===== src/rtl/cda_pkg.sv =====
`default_nettype none

package cda_pkg;

   // Field widths of the date and the request.
   localparam int YEAR_W      = 14;
   localparam int MONTH_W     = 4;
   localparam int DAY_W       = 5;
   localparam int OP_W        = 3;
   localparam int AMOUNT_BITS = 16;

   localparam logic [YEAR_W-1:0] YEAR_MAX = YEAR_W'(16383);

   // Operation codes carried in req_tuser.
   localparam logic [OP_W-1:0] OP_LOAD   = 3'd0;
   localparam logic [OP_W-1:0] OP_DAYS   = 3'd1;
   localparam logic [OP_W-1:0] OP_MONTHS = 3'd2;
   localparam logic [OP_W-1:0] OP_YEARS  = 3'd3;
   localparam logic [OP_W-1:0] OP_CMP    = 3'd4;

   // Datapath actions issued by the controller.
   localparam int ACT_W = 3;
   localparam logic [ACT_W-1:0] ACT_NONE      = 3'd0;
   localparam logic [ACT_W-1:0] ACT_LOAD      = 3'd1;
   localparam logic [ACT_W-1:0] ACT_DAY_STEP  = 3'd2;
   localparam logic [ACT_W-1:0] ACT_MON_QUOT  = 3'd3;
   localparam logic [ACT_W-1:0] ACT_MON_SET   = 3'd4;
   localparam logic [ACT_W-1:0] ACT_MON_CLAMP = 3'd5;
   localparam logic [ACT_W-1:0] ACT_YEAR_SET  = 3'd6;
   localparam logic [ACT_W-1:0] ACT_YEAR_FIX  = 3'd7;

   // Month lengths.
   localparam logic [DAY_W-1:0] DAYS_LONG  = 5'd31;
   localparam logic [DAY_W-1:0] DAYS_SHORT = 5'd30;
   localparam logic [DAY_W-1:0] FEB_LEAP   = 5'd29;
   localparam logic [DAY_W-1:0] FEB_COMMON = 5'd28;

   // Request payload layout (tdata), lowest field first.
   localparam int REQ_AMT_LSB   = 0;
   localparam int REQ_YEAR_LSB  = REQ_AMT_LSB + AMOUNT_BITS;
   localparam int REQ_MONTH_LSB = REQ_YEAR_LSB + YEAR_W;
   localparam int REQ_DAY_LSB   = REQ_MONTH_LSB + MONTH_W;
   localparam int REQ_FIELD_W   = REQ_DAY_LSB + DAY_W;
   localparam int REQ_DATA_W    = ((REQ_FIELD_W + 7) / 8) * 8;

   // Response payload layout, lowest field first.
   localparam int RSP_FIELD_W = YEAR_W + MONTH_W + DAY_W + 2 + DAY_W + 3;
   localparam int RSP_DATA_W  = ((RSP_FIELD_W + 7) / 8) * 8;

   // Divisibility by 25 through a reciprocal multiply, exact over the year range.
   localparam int DIV25_SHIFT = YEAR_W + 6;
   localparam int DIV25_W     = DIV25_SHIFT - 4;
   localparam logic [DIV25_W-1:0] DIV25_RECIP = DIV25_W'((2 ** DIV25_SHIFT) / 25 + 1);

   // Month addition: biased month sum divided by 12 through a reciprocal multiply.
   localparam int MON_T_W        = AMOUNT_BITS + 1;
   localparam int MON_SHIFT      = MON_T_W + 4;
   localparam int MON_RECIP_W    = MON_SHIFT - 3;
   localparam logic [MON_RECIP_W-1:0] MON_RECIP = MON_RECIP_W'((2 ** MON_SHIFT) / 12 + 1);
   localparam int MON_QUOT_W     = MON_T_W + MON_RECIP_W - MON_SHIFT;
   localparam int MON_BIAS_YEARS = (2 ** (AMOUNT_BITS - 1)) / 12 + 2;
   localparam int MON_BIAS       = MON_BIAS_YEARS * 12;
   localparam int MON_SUM_W      = ((YEAR_W > MON_QUOT_W) ? YEAR_W : MON_QUOT_W) + 1;

   // Year addition sum, signed.
   localparam int YSUM_W = AMOUNT_BITS + 2;

   // Controller to datapath commands.
   typedef struct packed {
      logic             capture;
      logic [ACT_W-1:0] act;
      logic             emit;
   } cda_cmd_type;

   // Datapath to controller status.
   typedef struct packed {
      logic day_fin;
   } cda_stat_type;

   // Gregorian leap rule: divisible by 4, and not by 100 unless by 400.
   function automatic logic leap_of(input logic [YEAR_W-1:0] y);
      logic [YEAR_W+DIV25_W-1:0] prod;
      logic [YEAR_W-1:0]         q;
      logic [YEAR_W-1:0]         back;
      prod = {{DIV25_W{1'b0}}, y} * {{YEAR_W{1'b0}}, DIV25_RECIP};
      q    = YEAR_W'(prod[YEAR_W+DIV25_W-1:DIV25_SHIFT]);
      back = (q << 4) + (q << 3) + q;
      return (y[1:0] == 2'b00) && ((back != y) || (y[3:0] == 4'b0000));
   endfunction

   // Days in a month; zero for a month outside 1..12.
   function automatic logic [DAY_W-1:0] month_len(input logic [MONTH_W-1:0] m,
                                                  input logic leap);
      logic [DAY_W-1:0] len;
      case (m)
         4'd4, 4'd6, 4'd9, 4'd11: len = DAYS_SHORT;
         4'd1, 4'd3, 4'd5, 4'd7, 4'd8, 4'd10, 4'd12: len = DAYS_LONG;
         4'd2: len = leap ? FEB_LEAP : FEB_COMMON;
         default: len = '0;
      endcase
      return len;
   endfunction

endpackage

`default_nettype wire


===== src/rtl/cda_ctrl.sv =====
`default_nettype none

module cda_ctrl (
   input  logic                       clock,
   input  logic                       reset,
   input  logic                       req_tvalid,
   input  logic [cda_pkg::OP_W-1:0]   req_tuser,
   output logic                       req_tready,
   output logic                       rsp_tvalid,
   input  logic                       rsp_tready,
   output cda_pkg::cda_cmd_type       cmd,
   input  cda_pkg::cda_stat_type      stat
);
   import cda_pkg::*;

   localparam logic [3:0] S_IDLE      = 4'd0;
   localparam logic [3:0] S_LOAD      = 4'd1;
   localparam logic [3:0] S_DAY       = 4'd2;
   localparam logic [3:0] S_MON_QUOT  = 4'd3;
   localparam logic [3:0] S_MON_SET   = 4'd4;
   localparam logic [3:0] S_MON_CLAMP = 4'd5;
   localparam logic [3:0] S_YEAR_SET  = 4'd6;
   localparam logic [3:0] S_YEAR_FIX  = 4'd7;
   localparam logic [3:0] S_DONE      = 4'd8;

   logic [3:0] state_ff, state_in;
   logic       rsp_valid_ff, rsp_valid_in;
   logic       out_free;

   // The output register can take a new result when empty or being drained.
   assign out_free   = !rsp_valid_ff || rsp_tready;
   assign req_tready = (state_ff == S_IDLE);
   assign rsp_tvalid = rsp_valid_ff;

   // Sequencer: one operation at a time, each as a run of datapath actions.
   always_comb begin
      state_in    = state_ff;
      cmd.capture = 1'b0;
      cmd.act     = ACT_NONE;
      cmd.emit    = 1'b0;
      case (state_ff)
         S_IDLE: begin
            if (req_tvalid) begin
               cmd.capture = 1'b1;
               case (req_tuser)
                  OP_LOAD:   state_in = S_LOAD;
                  OP_DAYS:   state_in = S_DAY;
                  OP_MONTHS: state_in = S_MON_QUOT;
                  OP_YEARS:  state_in = S_YEAR_SET;
                  default:   state_in = S_DONE;
               endcase
            end
         end
         S_LOAD: begin
            cmd.act  = ACT_LOAD;
            state_in = S_DONE;
         end
         S_DAY: begin
            if (stat.day_fin) begin
               state_in = S_DONE;
            end else begin
               cmd.act = ACT_DAY_STEP;
            end
         end
         S_MON_QUOT: begin
            cmd.act  = ACT_MON_QUOT;
            state_in = S_MON_SET;
         end
         S_MON_SET: begin
            cmd.act  = ACT_MON_SET;
            state_in = S_MON_CLAMP;
         end
         S_MON_CLAMP: begin
            cmd.act  = ACT_MON_CLAMP;
            state_in = S_DONE;
         end
         S_YEAR_SET: begin
            cmd.act  = ACT_YEAR_SET;
            state_in = S_YEAR_FIX;
         end
         S_YEAR_FIX: begin
            cmd.act  = ACT_YEAR_FIX;
            state_in = S_DONE;
         end
         S_DONE: begin
            if (out_free) begin
               cmd.emit = 1'b1;
               state_in = S_IDLE;
            end
         end
         default: state_in = S_IDLE;
      endcase
   end

   // Response valid flag: set when a result is written, cleared when taken.
   always_comb begin
      if (cmd.emit) begin
         rsp_valid_in = 1'b1;
      end else if (rsp_tready) begin
         rsp_valid_in = 1'b0;
      end else begin
         rsp_valid_in = rsp_valid_ff;
      end
   end

   always_ff @(posedge clock) begin
      if (reset) begin
         state_ff     <= S_IDLE;
         rsp_valid_ff <= 1'b0;
      end else begin
         state_ff     <= state_in;
         rsp_valid_ff <= rsp_valid_in;
      end
   end

`ifndef SYNTH
   a_accept_leaves_idle: assert property (@(posedge clock) disable iff (reset)
      (req_tvalid && req_tready) |=> (state_ff != S_IDLE))
      else $error("accepted transaction did not start an operation");

   a_done_emits: assert property (@(posedge clock) disable iff (reset)
      (state_ff == S_DONE && out_free) |=> (rsp_valid_ff && state_ff == S_IDLE))
      else $error("finished operation did not load the output register");
`endif

endmodule

`default_nettype wire


===== src/rtl/cda_dp.sv =====
`default_nettype none

module cda_dp (
   input  logic                            clock,
   input  logic                            reset,
   input  cda_pkg::cda_cmd_type            cmd,
   output cda_pkg::cda_stat_type           stat,
   input  logic [cda_pkg::REQ_DATA_W-1:0]  req_tdata,
   input  logic [cda_pkg::OP_W-1:0]        req_tuser,
   output logic [cda_pkg::RSP_DATA_W-1:0]  rsp_tdata
);
   import cda_pkg::*;

   // Held date.
   logic [YEAR_W-1:0]  year_ff, year_in;
   logic [MONTH_W-1:0] month_ff, month_in;
   logic [DAY_W-1:0]   day_ff, day_in;

   // Captured request.
   logic [OP_W-1:0]        op_ff;
   logic [AMOUNT_BITS-1:0] amt_ff;
   logic [YEAR_W-1:0]      opd_year_ff;
   logic [MONTH_W-1:0]     opd_month_ff;
   logic [DAY_W-1:0]       opd_day_ff;

   // Day stepping.
   logic [AMOUNT_BITS-1:0] rem_ff, rem_in;
   logic                   back_ff;
   logic                   fin_ff, fin_in;

   // Month addition intermediates.
   logic [MON_T_W-1:0]             tsum_ff, tsum_in;
   logic [MON_QUOT_W-1:0]          quot_ff, quot_in;
   logic [MON_T_W+MON_RECIP_W-1:0] mon_prod;

   logic [RSP_DATA_W-1:0] rsp_data_ff, rsp_data_in;

   // Request fields.
   logic [AMOUNT_BITS-1:0] req_amount;
   logic [YEAR_W-1:0]      req_year;
   logic [MONTH_W-1:0]     req_month;
   logic [DAY_W-1:0]       req_day;

   // Calendar facts of the held date.
   logic               leap_cur, leap_inc;
   logic [YEAR_W:0]    year_inc, year_dec;
   logic [DAY_W-1:0]   len_cur;

   // One day-stepping iteration.
   logic [DAY_W-1:0]       room;
   logic                   fits_fwd, fits_bwd;
   logic [AMOUNT_BITS-1:0] cost;
   logic [YEAR_W:0]        fwd_year, bwd_year;
   logic [MONTH_W-1:0]     fwd_month, bwd_month;
   logic                   bwd_leap;
   logic [YEAR_W-1:0]      step_year;
   logic [MONTH_W-1:0]     step_month;
   logic [DAY_W-1:0]       step_day;
   logic [AMOUNT_BITS-1:0] step_rem;
   logic                   step_fin;

   // Month and year addition results.
   logic [MON_T_W-1:0]   q12;
   logic [MON_T_W-1:0]   mrem;
   logic [MON_SUM_W-1:0] usum, ny;
   logic [YEAR_W-1:0]    mon_year;
   logic [MONTH_W-1:0]   mon_month;
   logic [DAY_W-1:0]     clamp_day;
   logic [YSUM_W-1:0]    ysum;
   logic [YEAR_W-1:0]    yadd_year;
   logic [MONTH_W-1:0]   fix_month;
   logic [DAY_W-1:0]     fix_day;

   // Result fields.
   logic date_valid, is_after, is_before, is_equal;
   logic [YEAR_W+MONTH_W+DAY_W-1:0] held_key, opd_key;

   assign req_amount = req_tdata[REQ_AMT_LSB +: AMOUNT_BITS];
   assign req_year   = req_tdata[REQ_YEAR_LSB +: YEAR_W];
   assign req_month  = req_tdata[REQ_MONTH_LSB +: MONTH_W];
   assign req_day    = req_tdata[REQ_DAY_LSB +: DAY_W];

   assign leap_cur = leap_of(year_ff);
   assign year_inc = {1'b0, year_ff} + (YEAR_W+1)'(1);
   assign year_dec = {1'b0, year_ff} - (YEAR_W+1)'(1);
   assign leap_inc = leap_of(year_inc[YEAR_W-1:0]);
   assign len_cur  = month_len(month_ff, leap_cur);

   // Month after and before the held one; months outside 1..12 wrap by month index.
   always_comb begin
      if (month_ff >= 4'd12) begin
         fwd_year  = year_inc;
         fwd_month = month_ff - 4'd11;
      end else begin
         fwd_year  = {1'b0, year_ff};
         fwd_month = month_ff + 4'd1;
      end
      case (month_ff)
         4'd0: begin
            bwd_year  = year_dec;
            bwd_month = 4'd11;
         end
         4'd1: begin
            bwd_year  = year_dec;
            bwd_month = 4'd12;
         end
         4'd14: begin
            bwd_year  = year_inc;
            bwd_month = 4'd1;
         end
         4'd15: begin
            bwd_year  = year_inc;
            bwd_month = 4'd2;
         end
         default: begin
            bwd_year  = {1'b0, year_ff};
            bwd_month = month_ff - 4'd1;
         end
      endcase
      bwd_leap = (month_ff == 4'd15) ? leap_inc : leap_cur;
   end

   // One iteration of day addition: finish inside the month or cross one boundary.
   always_comb begin
      room     = (day_ff < len_cur) ? (len_cur - day_ff) : '0;
      fits_fwd = (day_ff < len_cur) && (rem_ff <= AMOUNT_BITS'(room));
      fits_bwd = (day_ff > 5'd1) && (rem_ff <= AMOUNT_BITS'(day_ff - 5'd1));
      if (back_ff) begin
         cost = (day_ff > 5'd1) ? AMOUNT_BITS'(day_ff) : AMOUNT_BITS'(1);
      end else begin
         cost = AMOUNT_BITS'(room) + AMOUNT_BITS'(1);
      end
      step_rem   = rem_ff - cost;
      step_year  = year_ff;
      step_month = month_ff;
      step_day   = day_ff;
      step_fin   = 1'b1;
      if (!back_ff) begin
         if (fits_fwd) begin
            step_rem = rem_ff;
            step_day = day_ff + DAY_W'(rem_ff);
         end else if (fwd_year[YEAR_W]) begin
            step_year  = YEAR_MAX;
            step_month = 4'd12;
            step_day   = DAYS_LONG;
         end else begin
            step_year  = fwd_year[YEAR_W-1:0];
            step_month = fwd_month;
            step_day   = 5'd1;
            step_fin   = (step_rem == '0);
         end
      end else begin
         if (fits_bwd) begin
            step_rem = rem_ff;
            step_day = day_ff - DAY_W'(rem_ff);
         end else if (year_ff == '0 && month_ff <= 4'd1) begin
            step_year  = '0;
            step_month = 4'd1;
            step_day   = 5'd1;
         end else if (bwd_year[YEAR_W]) begin
            // Past the top year: saturate to the last month of the range.
            step_year  = YEAR_MAX;
            step_month = 4'd12;
            step_day   = DAYS_LONG;
            step_fin   = (step_rem == '0);
         end else begin
            step_year  = bwd_year[YEAR_W-1:0];
            step_month = bwd_month;
            step_day   = month_len(bwd_month, bwd_leap);
            step_fin   = (step_rem == '0);
         end
      end
   end

   // Month addition, first pass: biased month sum taken at capture, then its
   // quotient by 12.
   assign tsum_in  = MON_T_W'(month_ff) + {req_amount[AMOUNT_BITS-1], req_amount}
                   + MON_T_W'(MON_BIAS - 1);
   assign mon_prod = {{MON_RECIP_W{1'b0}}, tsum_ff} * {{MON_T_W{1'b0}}, MON_RECIP};
   assign quot_in  = mon_prod[MON_T_W+MON_RECIP_W-1:MON_SHIFT];

   // Month addition, second pass: remainder gives the month, quotient moves the year.
   always_comb begin
      q12  = (MON_T_W'(quot_ff) << 3) + (MON_T_W'(quot_ff) << 2);
      mrem = tsum_ff - q12;
      usum = MON_SUM_W'(year_ff) + MON_SUM_W'(quot_ff);
      ny   = usum - MON_SUM_W'(MON_BIAS_YEARS);
      if (usum < MON_SUM_W'(MON_BIAS_YEARS)) begin
         mon_year  = '0;
         mon_month = 4'd1;
      end else if (ny > MON_SUM_W'(YEAR_MAX)) begin
         mon_year  = YEAR_MAX;
         mon_month = 4'd12;
      end else begin
         mon_year  = ny[YEAR_W-1:0];
         mon_month = mrem[MONTH_W-1:0] + 4'd1;
      end
   end

   // Pull a late day back to the end of a short month.
   always_comb begin
      clamp_day = day_ff;
      if (day_ff == DAYS_LONG && (month_ff == 4'd4 || month_ff == 4'd6 ||
                                  month_ff == 4'd9 || month_ff == 4'd11)) begin
         clamp_day = DAYS_SHORT;
      end else if (month_ff == 4'd2 && day_ff > FEB_COMMON) begin
         clamp_day = leap_cur ? FEB_LEAP : FEB_COMMON;
      end
   end

   // Year addition with saturation, then Feb 29 to Mar 1 in a common year.
   always_comb begin
      ysum = YSUM_W'(year_ff) + {{2{amt_ff[AMOUNT_BITS-1]}}, amt_ff};
      if (ysum[YSUM_W-1]) begin
         yadd_year = '0;
      end else if (ysum > YSUM_W'(YEAR_MAX)) begin
         yadd_year = YEAR_MAX;
      end else begin
         yadd_year = ysum[YEAR_W-1:0];
      end
      fix_month = month_ff;
      fix_day   = day_ff;
      if (day_ff == FEB_LEAP && month_ff == 4'd2 && !leap_cur) begin
         fix_month = 4'd3;
         fix_day   = 5'd1;
      end
   end

   // Next held date and stepping state.
   always_comb begin
      year_in  = year_ff;
      month_in = month_ff;
      day_in   = day_ff;
      rem_in   = rem_ff;
      fin_in   = fin_ff;
      case (cmd.act)
         ACT_LOAD: begin
            year_in  = opd_year_ff;
            month_in = opd_month_ff;
            day_in   = opd_day_ff;
         end
         ACT_DAY_STEP: begin
            year_in  = step_year;
            month_in = step_month;
            day_in   = step_day;
            rem_in   = step_rem;
            fin_in   = step_fin;
         end
         ACT_MON_SET: begin
            year_in  = mon_year;
            month_in = mon_month;
         end
         ACT_MON_CLAMP: day_in = clamp_day;
         ACT_YEAR_SET:  year_in = yadd_year;
         ACT_YEAR_FIX: begin
            month_in = fix_month;
            day_in   = fix_day;
         end
         default: ;
      endcase
      if (cmd.capture) begin
         rem_in = req_amount[AMOUNT_BITS-1] ? (AMOUNT_BITS'(0) - req_amount) : req_amount;
         fin_in = (req_amount == '0);
      end
   end

   // Result word built from the held date after the operation.
   always_comb begin
      held_key   = {year_ff, month_ff, day_ff};
      opd_key    = {opd_year_ff, opd_month_ff, opd_day_ff};
      date_valid = (month_ff >= 4'd1) && (month_ff <= 4'd12) && (day_ff != '0) &&
                   (day_ff <= len_cur);
      is_equal   = (op_ff == OP_CMP) && (held_key == opd_key);
      is_after   = (op_ff == OP_CMP) && (opd_year_ff != '0) && (held_key > opd_key);
      is_before  = (op_ff == OP_CMP) && (opd_year_ff != '0) && (held_key < opd_key);
      rsp_data_in = RSP_DATA_W'({is_equal, is_before, is_after, len_cur, leap_cur,
                                 date_valid, day_ff, month_ff, year_ff});
   end

   always_ff @(posedge clock) begin
      if (reset) begin
         year_ff  <= '0;
         month_ff <= '0;
         day_ff   <= '0;
         fin_ff   <= 1'b1;
      end else begin
         year_ff  <= year_in;
         month_ff <= month_in;
         day_ff   <= day_in;
         fin_ff   <= fin_in;
      end
   end

   // Payload registers.
   always_ff @(posedge clock) begin
      rem_ff <= rem_in;
      if (cmd.act == ACT_MON_QUOT) begin
         quot_ff <= quot_in;
      end
      if (cmd.capture) begin
         op_ff        <= req_tuser;
         amt_ff       <= req_amount;
         opd_year_ff  <= req_year;
         opd_month_ff <= req_month;
         opd_day_ff   <= req_day;
         back_ff      <= req_amount[AMOUNT_BITS-1];
         tsum_ff      <= tsum_in;
      end
      if (cmd.emit) begin
         rsp_data_ff <= rsp_data_in;
      end
   end

   assign stat.day_fin = fin_ff;
   assign rsp_tdata    = rsp_data_ff;

`ifndef SYNTH
   a_day_step_progress: assert property (@(posedge clock) disable iff (reset)
      (cmd.act == ACT_DAY_STEP && !fin_ff) |=> (fin_ff || rem_ff < $past(rem_ff)))
      else $error("day stepping neither finished nor used up days");

   a_day_step_nonzero: assert property (@(posedge clock) disable iff (reset)
      (cmd.act == ACT_DAY_STEP && !fin_ff) |=> (day_ff != '0))
      else $error("day stepping left day zero");

   a_month_set_legal: assert property (@(posedge clock) disable iff (reset)
      (cmd.act == ACT_MON_SET) |=> (month_ff >= 4'd1 && month_ff <= 4'd12))
      else $error("month addition produced an illegal month");
`endif

endmodule

`default_nettype wire


===== src/rtl/calendar_date_arithmetic_top.sv =====
// Channel   Direction  Handshake              Payload
// req       in         req_tvalid/req_tready  req_tuser: op; req_tdata: operands
// rsp       out        rsp_tvalid/rsp_tready  rsp_tdata: held date, flags, compare
//
// Compare and unused codes go straight to the result; a load copies the operands; a
// year add sets the year, then fixes Feb 29; a month add divides by 12, sets year
// and month, then clamps the day; a day add crosses a month boundary per step
// until the days run out or the date saturates. One operation runs at a time. A new
// transaction is taken once the previous result sits in the output register, even
// while rsp_tready is low. Reset is synchronous and clears the held date to zero.
`default_nettype none

module calendar_date_arithmetic_top (
   input  logic                            clock,
   input  logic                            reset,
   input  logic                            req_tvalid,
   output logic                            req_tready,
   // tdata: amount[15:0], in_year[29:16], in_month[33:30], in_day[38:34], zero pad
   input  logic [cda_pkg::REQ_DATA_W-1:0]  req_tdata,
   // tuser: op[2:0]
   input  logic [cda_pkg::OP_W-1:0]        req_tuser,
   output logic                            rsp_tvalid,
   input  logic                            rsp_tready,
   // tdata: out_year[13:0], out_month[17:14], out_day[22:18], date_valid[23],
   // leap_year[24], month_length[29:25], is_after[30], is_before[31],
   // is_equal[32], zero pad
   output logic [cda_pkg::RSP_DATA_W-1:0]  rsp_tdata
);
   import cda_pkg::*;

   cda_cmd_type  cmd;
   cda_stat_type stat;

   // Operation sequencer and response handshake.
   cda_ctrl u_ctrl (
      .clock      (clock),
      .reset      (reset),
      .req_tvalid (req_tvalid),
      .req_tuser  (req_tuser),
      .req_tready (req_tready),
      .rsp_tvalid (rsp_tvalid),
      .rsp_tready (rsp_tready),
      .cmd        (cmd),
      .stat       (stat)
   );

   // Held date, arithmetic units and output register.
   cda_dp u_dp (
      .clock     (clock),
      .reset     (reset),
      .cmd       (cmd),
      .stat      (stat),
      .req_tdata (req_tdata),
      .req_tuser (req_tuser),
      .rsp_tdata (rsp_tdata)
   );

endmodule

`default_nettype wire

===== config.mk =====
export PLATFORM = sky130hd
export DESIGN_NAME = calendar_date_arithmetic_top
export DESIGN_NICKNAME = d
export VERILOG_FILES = /design/src/rtl/cda_pkg.sv /design/src/rtl/cda_ctrl.sv /design/src/rtl/cda_dp.sv /design/src/rtl/calendar_date_arithmetic_top.sv
export SDC_FILE = /design/constraint.sdc
export NUM_CORES = 1
export LEC_CHECK = 0
export ABC_AREA = 1
export BUFFER_PORTS_ARGS = -buffer_cell sky130_fd_sc_hd__buf_2
export CORE_MARGIN = 1
export CORE_UTILIZATION = 35
export DETAILED_ROUTE_END_ITERATION = 6
export PLACE_DENSITY = 0.47
export SYNTH_ARGS = -nofsm -noshare
export SYNTH_HDL_FRONTEND = slang
export SYNTH_SLANG_ARGS = --single-unit

===== constraint.sdc =====
create_clock -name clock -period 24.3 [get_ports clock]
set_input_delay 1.215 -clock clock [delete_from_list [all_inputs] [get_ports clock]]
set_output_delay 1.215 -clock clock [all_outputs]
set_load 0.01 [all_outputs]

==> flow_metrics.tcl, run 1 <==
set metrics [dict create \
    outcome "finished, final reports clean" \
    cp.arrival_ps 12980 \
    ys.flop_type "edfxtp_1" \
    antenna_cells 0 \
    yosys.area.top_type "ha_1" \
    crit_slowest_cell "dfxtp_1" \
    regArea_um2 4180 \
    cts_htree_levels 4 \
    synth_edf_count 120 \
    drt_iter0_markers 999 \
    cp_max_fo 9 \
    synth_cell_type_count 61 \
    vias_per_cell 4.89 \
    setup.worst_path.start_class "flip-flop" \
    yosysWarnings 0 \
    rsz0062_at_grt "no" \
    finalInstanceArea_um2 27700 \
    ctsResizeCount 0 \
    clock_sinks 149 \
    worst_pin_slew_ps 980 \
    cts_hold_buffers 0 \
    multi_input_area_um2 18700 \
    io_pins 89 \
    drv_slew 0 \
    rows 98 \
    synth_top_area_share 0.236 \
    netlist_instances 3177 \
    drive_above_1_share 0.0543 \
    power_leakage_nw 15.0 \
    setup_ws_ps 11640 \
    final_cells 4229 \
    antenna_found_initial 3 \
    max_stage_delay_ps 670 \
    cp-end-kind "flip-flop" \
    die-height_um 272 \
    grt_max_degree 75 \
    n_fill_cell 7557 \
    skew_ps 13.7 \
    reg2reg_slack_ps 11640 \
    placed_area_um2 27200 \
    final_core_util 0.386 \
    path_clk_slew_ps 70 \
    vias 20700 \
    syn-cell-area_um2 25600 \
    cp.required_ps 24620 \
    path_common_cell "nand2_1" \
    post-dp-hpwl_um 59200 \
    core_um2 71900 \
    ant_nets 0 \
    avgSynthCellArea_um2 8.05 \
    die_w_um 272 \
    hold_viol 0 \
    first_pass_iters 5 \
    port_buffers 80 \
    tns_ps 0 \
    powerDensity_nw_per_um2 140 \
    synth-async-reset-ratio 0 \
    setup_viol 0 \
    post-cts-setup-buffers 0 \
    finalCriticalPeriod_ps 12660 \
    cts_tree "done" \
    path_class "flip-flop to flip-flop" \
    syn2layout_area_growth_pct 8.49 \
    grt_pass1_vias 21300 \
    die-area_um2 74100 \
    clk-insertion-delay-late_ps 440 \
    cts_buffers 17 \
    clock_path_buffers 2 \
    hold_class "flip-flop to flip-flop" \
    final_nets 4025 \
    yosys.cell_count.top_type "inv_1" \
    ys_seq_elements 149 \
    seq_area_frac_synth 0.164 \
    fin_crit_sh 0.521 \
    synthTopCellsByCount "inv_1 (666), nand2_1 (590), ha_1 (483)" \
    post-place-cells 4197 \
    root_buffer "clkbuf_16" \
    gp_congestion 0.879 \
    initial_core_util 0.356 \
    routed_wl_um 70300 \
    wl_per_cell_um 16.6 \
    slew_headroom 0.347 \
    grt_first_pass_wirelength_um 112000 \
    grt_overflow 0 \
    grt_use_total 0.191 \
    drc 0 \
    cap_viol_max_count 0 \
    fmax_mhz 79.0 \
    vdd_drop_max_v 0.000402 \
    synth.area.top_cells "ha_1 (24%), fa_1 (18%), edfxtp_1 (14%), inv_1 (9.8%), nand2_1 (8.7%)" \
    pre_cts_slack_ps 11780 \
]
[logic make-up after synthesis]
kind of cell / Yosys count / synth area share
and+or+nand+nor: 1056 / 0.175
adders and majority gates: 712 / 0.416
buffers and inverters: 711 / 0.107
AOI/OAI and AO/OA: 426 / 0.0958
DFF: 149 / 0.164
xor gates and xnor gates: 120 / 0.0417
muxes: 2 / 0.000783
other: 1 / 0.000147
[power by group]
group	leakage (nW)	switching, W	internal, W
combinational	13.4	0.00197	0.00121
sequential	1.37	0.0000398	0.000388
clock	0.284	0.000121	0.000145
total	15.0	0.00214	0.00174
[through the flow]
stage | total power [W] | hold WS (ps)
6_report | 0.00387 | 507
5_1_grt | 0.00436 | 530
4_1_cts | 0.00393 | 512
3_5_place_dp | 0.00362 | 494
3_3_place_gp | 0.00359 | 490
2_1_floorplan | 0.00276 | 471
[sequential cells by signal, summed over array words and instances, names as in the netlist, 5 cells and up]
| name | count |
|---|---|
| u_dp.year_ff | 14 |
| u_dp.opd_year_ff | 14 |
| u_dp.tsum_ff | 17 |
| u_dp.rsp_tdata | 31 |
| u_dp.opd_day_ff | 5 |
| u_dp.amt_ff | 15 |
| u_dp.day_ff | 5 |
| u_dp.quot_ff | 14 |
| u_dp.rem_ff | 16 |
[cells in the final DEF, fill, tap and decap left out, types with 11 or more instances in the layout]
cell	n
nand2_1	590
xnor2_1	46
nor3_1	43
edfxtp_1	120
inv_1	666
nor2_1	181
dfxtp_1	29
o21ai_0	118
ha_1	483
nand3_1	154
buf_2	80
a21oi_2	12
clkbuf_16	17
o21bai_1	13
buf_4	22
nand3b_1	16
xor2_1	72
a31oi_1	11
a21oi_1	192
nand4_1	35
fa_1	229
[layer usage]
layer  wire length (µm)  part of all wire  vias to the layer above  track usage
li1                   -                 -                    10500            -
met2              33700              0.48                      298        0.332
met5                 24           0.00034                        -            0
met4               1410             0.020                        4       0.0469
met3               2200             0.031                       82       0.0205
met1              33000              0.47                     9836        0.252
[worst max-delay path, delay by kind of cell (launching register included)]
| kind | cells | cell delay, ps |
|---|---|---|
| AOI/OAI and AO/OA | 11 | 2190 |
| xor gates and xnor gates | 2 | 460 |
| adders and majority gates | 11 | 4110 |
| buffers and inverters | 14 | 1410 |
| DFF | 1 | 670 |
| and+or+nand+nor | 36 | 3720 |
[final cells by class]
cell class	count	area share
multi-input combinational	2323	0.674
inverter	673	0.0911
clock buffer	17	0.0153
timing repair buffer	102	0.0204
sequential	149	0.151
clock inverter	15	0.00559
tap	950	0.0429
[worst paths after layout]
| check | from | cells past startpoint | to |
|---|---|---|---|
| setup / recovery | u_dp.year_ff[4] | 74 | u_dp.stat |
| hold / removal | u_dp.year_ff[10] | 2 | u_dp.year_ff[10] |
| setup reg to reg | u_dp.year_ff[4] | 74 | u_dp.stat |
| hold reg to reg | u_dp.year_ff[10] | 2 | u_dp.year_ff[10] |
(Power assumes the default switching activity.)
==> run 2, diff against run 1 <==
==> constraint.sdc (replaced) <==
create_clock -name clock -period 11.8 [get_ports clock]
set_input_delay 0.59 -clock clock [delete_from_list [all_inputs] [get_ports clock]]
set_output_delay 0.59 -clock clock [all_outputs]
set_load 0.01 [all_outputs]
==> flow_metrics.tcl, run 2 (same netlist as run 1, synthesis figures left out) <==
set metrics [dict create \
    wl_met3_um 1710 \
    die-height_um 272 \
    hold_class "input port to flip-flop" \
    cp_max_fo 7 \
    regArea_um2 4200 \
    layout.cells.most_common "inv_1" \
    post-place-cells 4228 \
    final_cells 4268 \
    crit_family "adder cells" \
    first_pass_iters 5 \
    powerDensity_nw_per_um2 286 \
    cts_tree "done" \
    tns_ps 0 \
    vias 21000 \
    grt_pass1_vias 21500 \
    skew_ps 13.2 \
    grt_overflow 0 \
    outcome "finished, final reports clean" \
    clock_sinks 149 \
    fmax_mhz 90.6 \
    die-area_um2 74100 \
    n_fill_cell 7576 \
    max_stage_delay_ps 530 \
    mostFrequentLayoutCells "inv_1 (665), nand2_1 (584), ha_1 (478), fa_1 (229), a21oi_1 (186)" \
    wl_met2_um 34900 \
    ant_nets 0 \
    core_um2 71900 \
    cp-end-kind "flip-flop" \
    final_nets 4064 \
    gp_congestion 0.888 \
    vdd_drop_max_v 0.000714 \
    wl_per_cell_um 16.7 \
    fin_crit_sh 0.935 \
    path_common_cell "nand2_1" \
    rows 98 \
    syn2layout_area_growth_pct 10.4 \
    cap_viol_max_count 0 \
    vias_per_cell 4.93 \
    drt_iter0_markers 949 \
    slew_headroom 0.294 \
    routed_wl_um 71300 \
    crit_slowest_cell "fa_1" \
    drt-met1-wl_um 33600 \
    finalCriticalPeriod_ps 11040 \
    multi_input_area_um2 18900 \
    clk-insertion-delay-late_ps 440 \
    holdWs_ps 324 \
    worst_pin_slew_ps 1050 \
    path_buf_inv 12 \
    grt_use_total 0.193 \
    path_clk_slew_ps 70 \
    root_buffer "clkbuf_16" \
    top_layer "met5" \
    cts_hold_buffers 0 \
    post-dp-hpwl_um 60900 \
    cp.required_ps 12120 \
    drv_slew 0 \
    port_buffers 80 \
    grt_max_degree 75 \
    clock_path_buffers 2 \
    setup_viol 0 \
    drive_above_1_share 0.0778 \
    die_w_um 272 \
    largest_reg_flops 31 \
    cts_buffers 17 \
    io_pins 89 \
    power_leakage_nw 15.2 \
    power_w 0.00806 \
    antenna_found_initial 2 \
    cts_htree_levels 4 \
    cp.arrival_ps 11350 \
    setup.worst_path.start_class "flip-flop" \
    drc 0 \
    hold_viol 0 \
    path_class "flip-flop to flip-flop" \
    grt_first_pass_wirelength_um 114000 \
    antenna_cells 0 \
    initial_core_util 0.356 \
]
==> run 2: changes by cell type in the layout (fill, tap and decap cells not counted), moves of 6 or more <==
cell	change
a21oi_1	-6
nand2_1	-6
dfxtp_2	+9
nand2_2	+6
dfxtp_1	-9
buf_4	+37
==> run 2: area by class of cell <==
type | count | area share
Timing Repair Buffer | 141 | 0.0307
Inverter | 673 | 0.0895
Multi-Input combinational cell | 2323 | 0.669
Clock inverter | 15 | 0.00488
Tap cell | 950 | 0.0421
Clock buffer | 17 | 0.0151
Sequential cell | 149 | 0.149
==> run 2: metrics by stage <==
stage | util | cell area [µm²] | setup slack, ps
2_1_floorplan | - | 25600 | 1110
3_3_place_gp | 0.381 | 27400 | 345
3_5_place_dp | 0.381 | 27400 | 127
4_1_cts | 0.389 | 28000 | 36.9
5_1_grt | 0.393 | 28200 | -63.4
6_report | 0.393 | 28200 | 765
==> run 2: final timing paths <==
kind | cells after the start | startpoint | slack [ps] | endpoint
hold reg to reg | 2 | u_dp.stat | 530 | u_dp.stat
hold / removal | 1 | req_tdata[28] | 320 | u_dp.opd_year_ff[12]
setup / recovery | 74 | u_dp.year_ff[10] | 760 | u_dp.stat
setup reg to reg | 74 | u_dp.year_ff[10] | 760 | u_dp.stat
==> run 2: layer usage <==
layer,global-route usage,vias to the layer above
li1,-,10500
met5,0,-
met3,0.0175,60
met4,0.0371,4
met1,0.258,10100
met2,0.338,288
==> run 2: power breakdown <==
group	total (W)	internal, W	switching, W
clock network	0.000527	0.000278	0.000249
registers	0.000888	0.000801	0.0000878
logic	0.00665	0.00253	0.00411
total	0.00806	0.00361	0.00445
==> run 2: timing repair <==
action,in CTS,in global routing
gates resized for setup,0,50
setup buffers,0,8
setup endpoints to repair,0,30
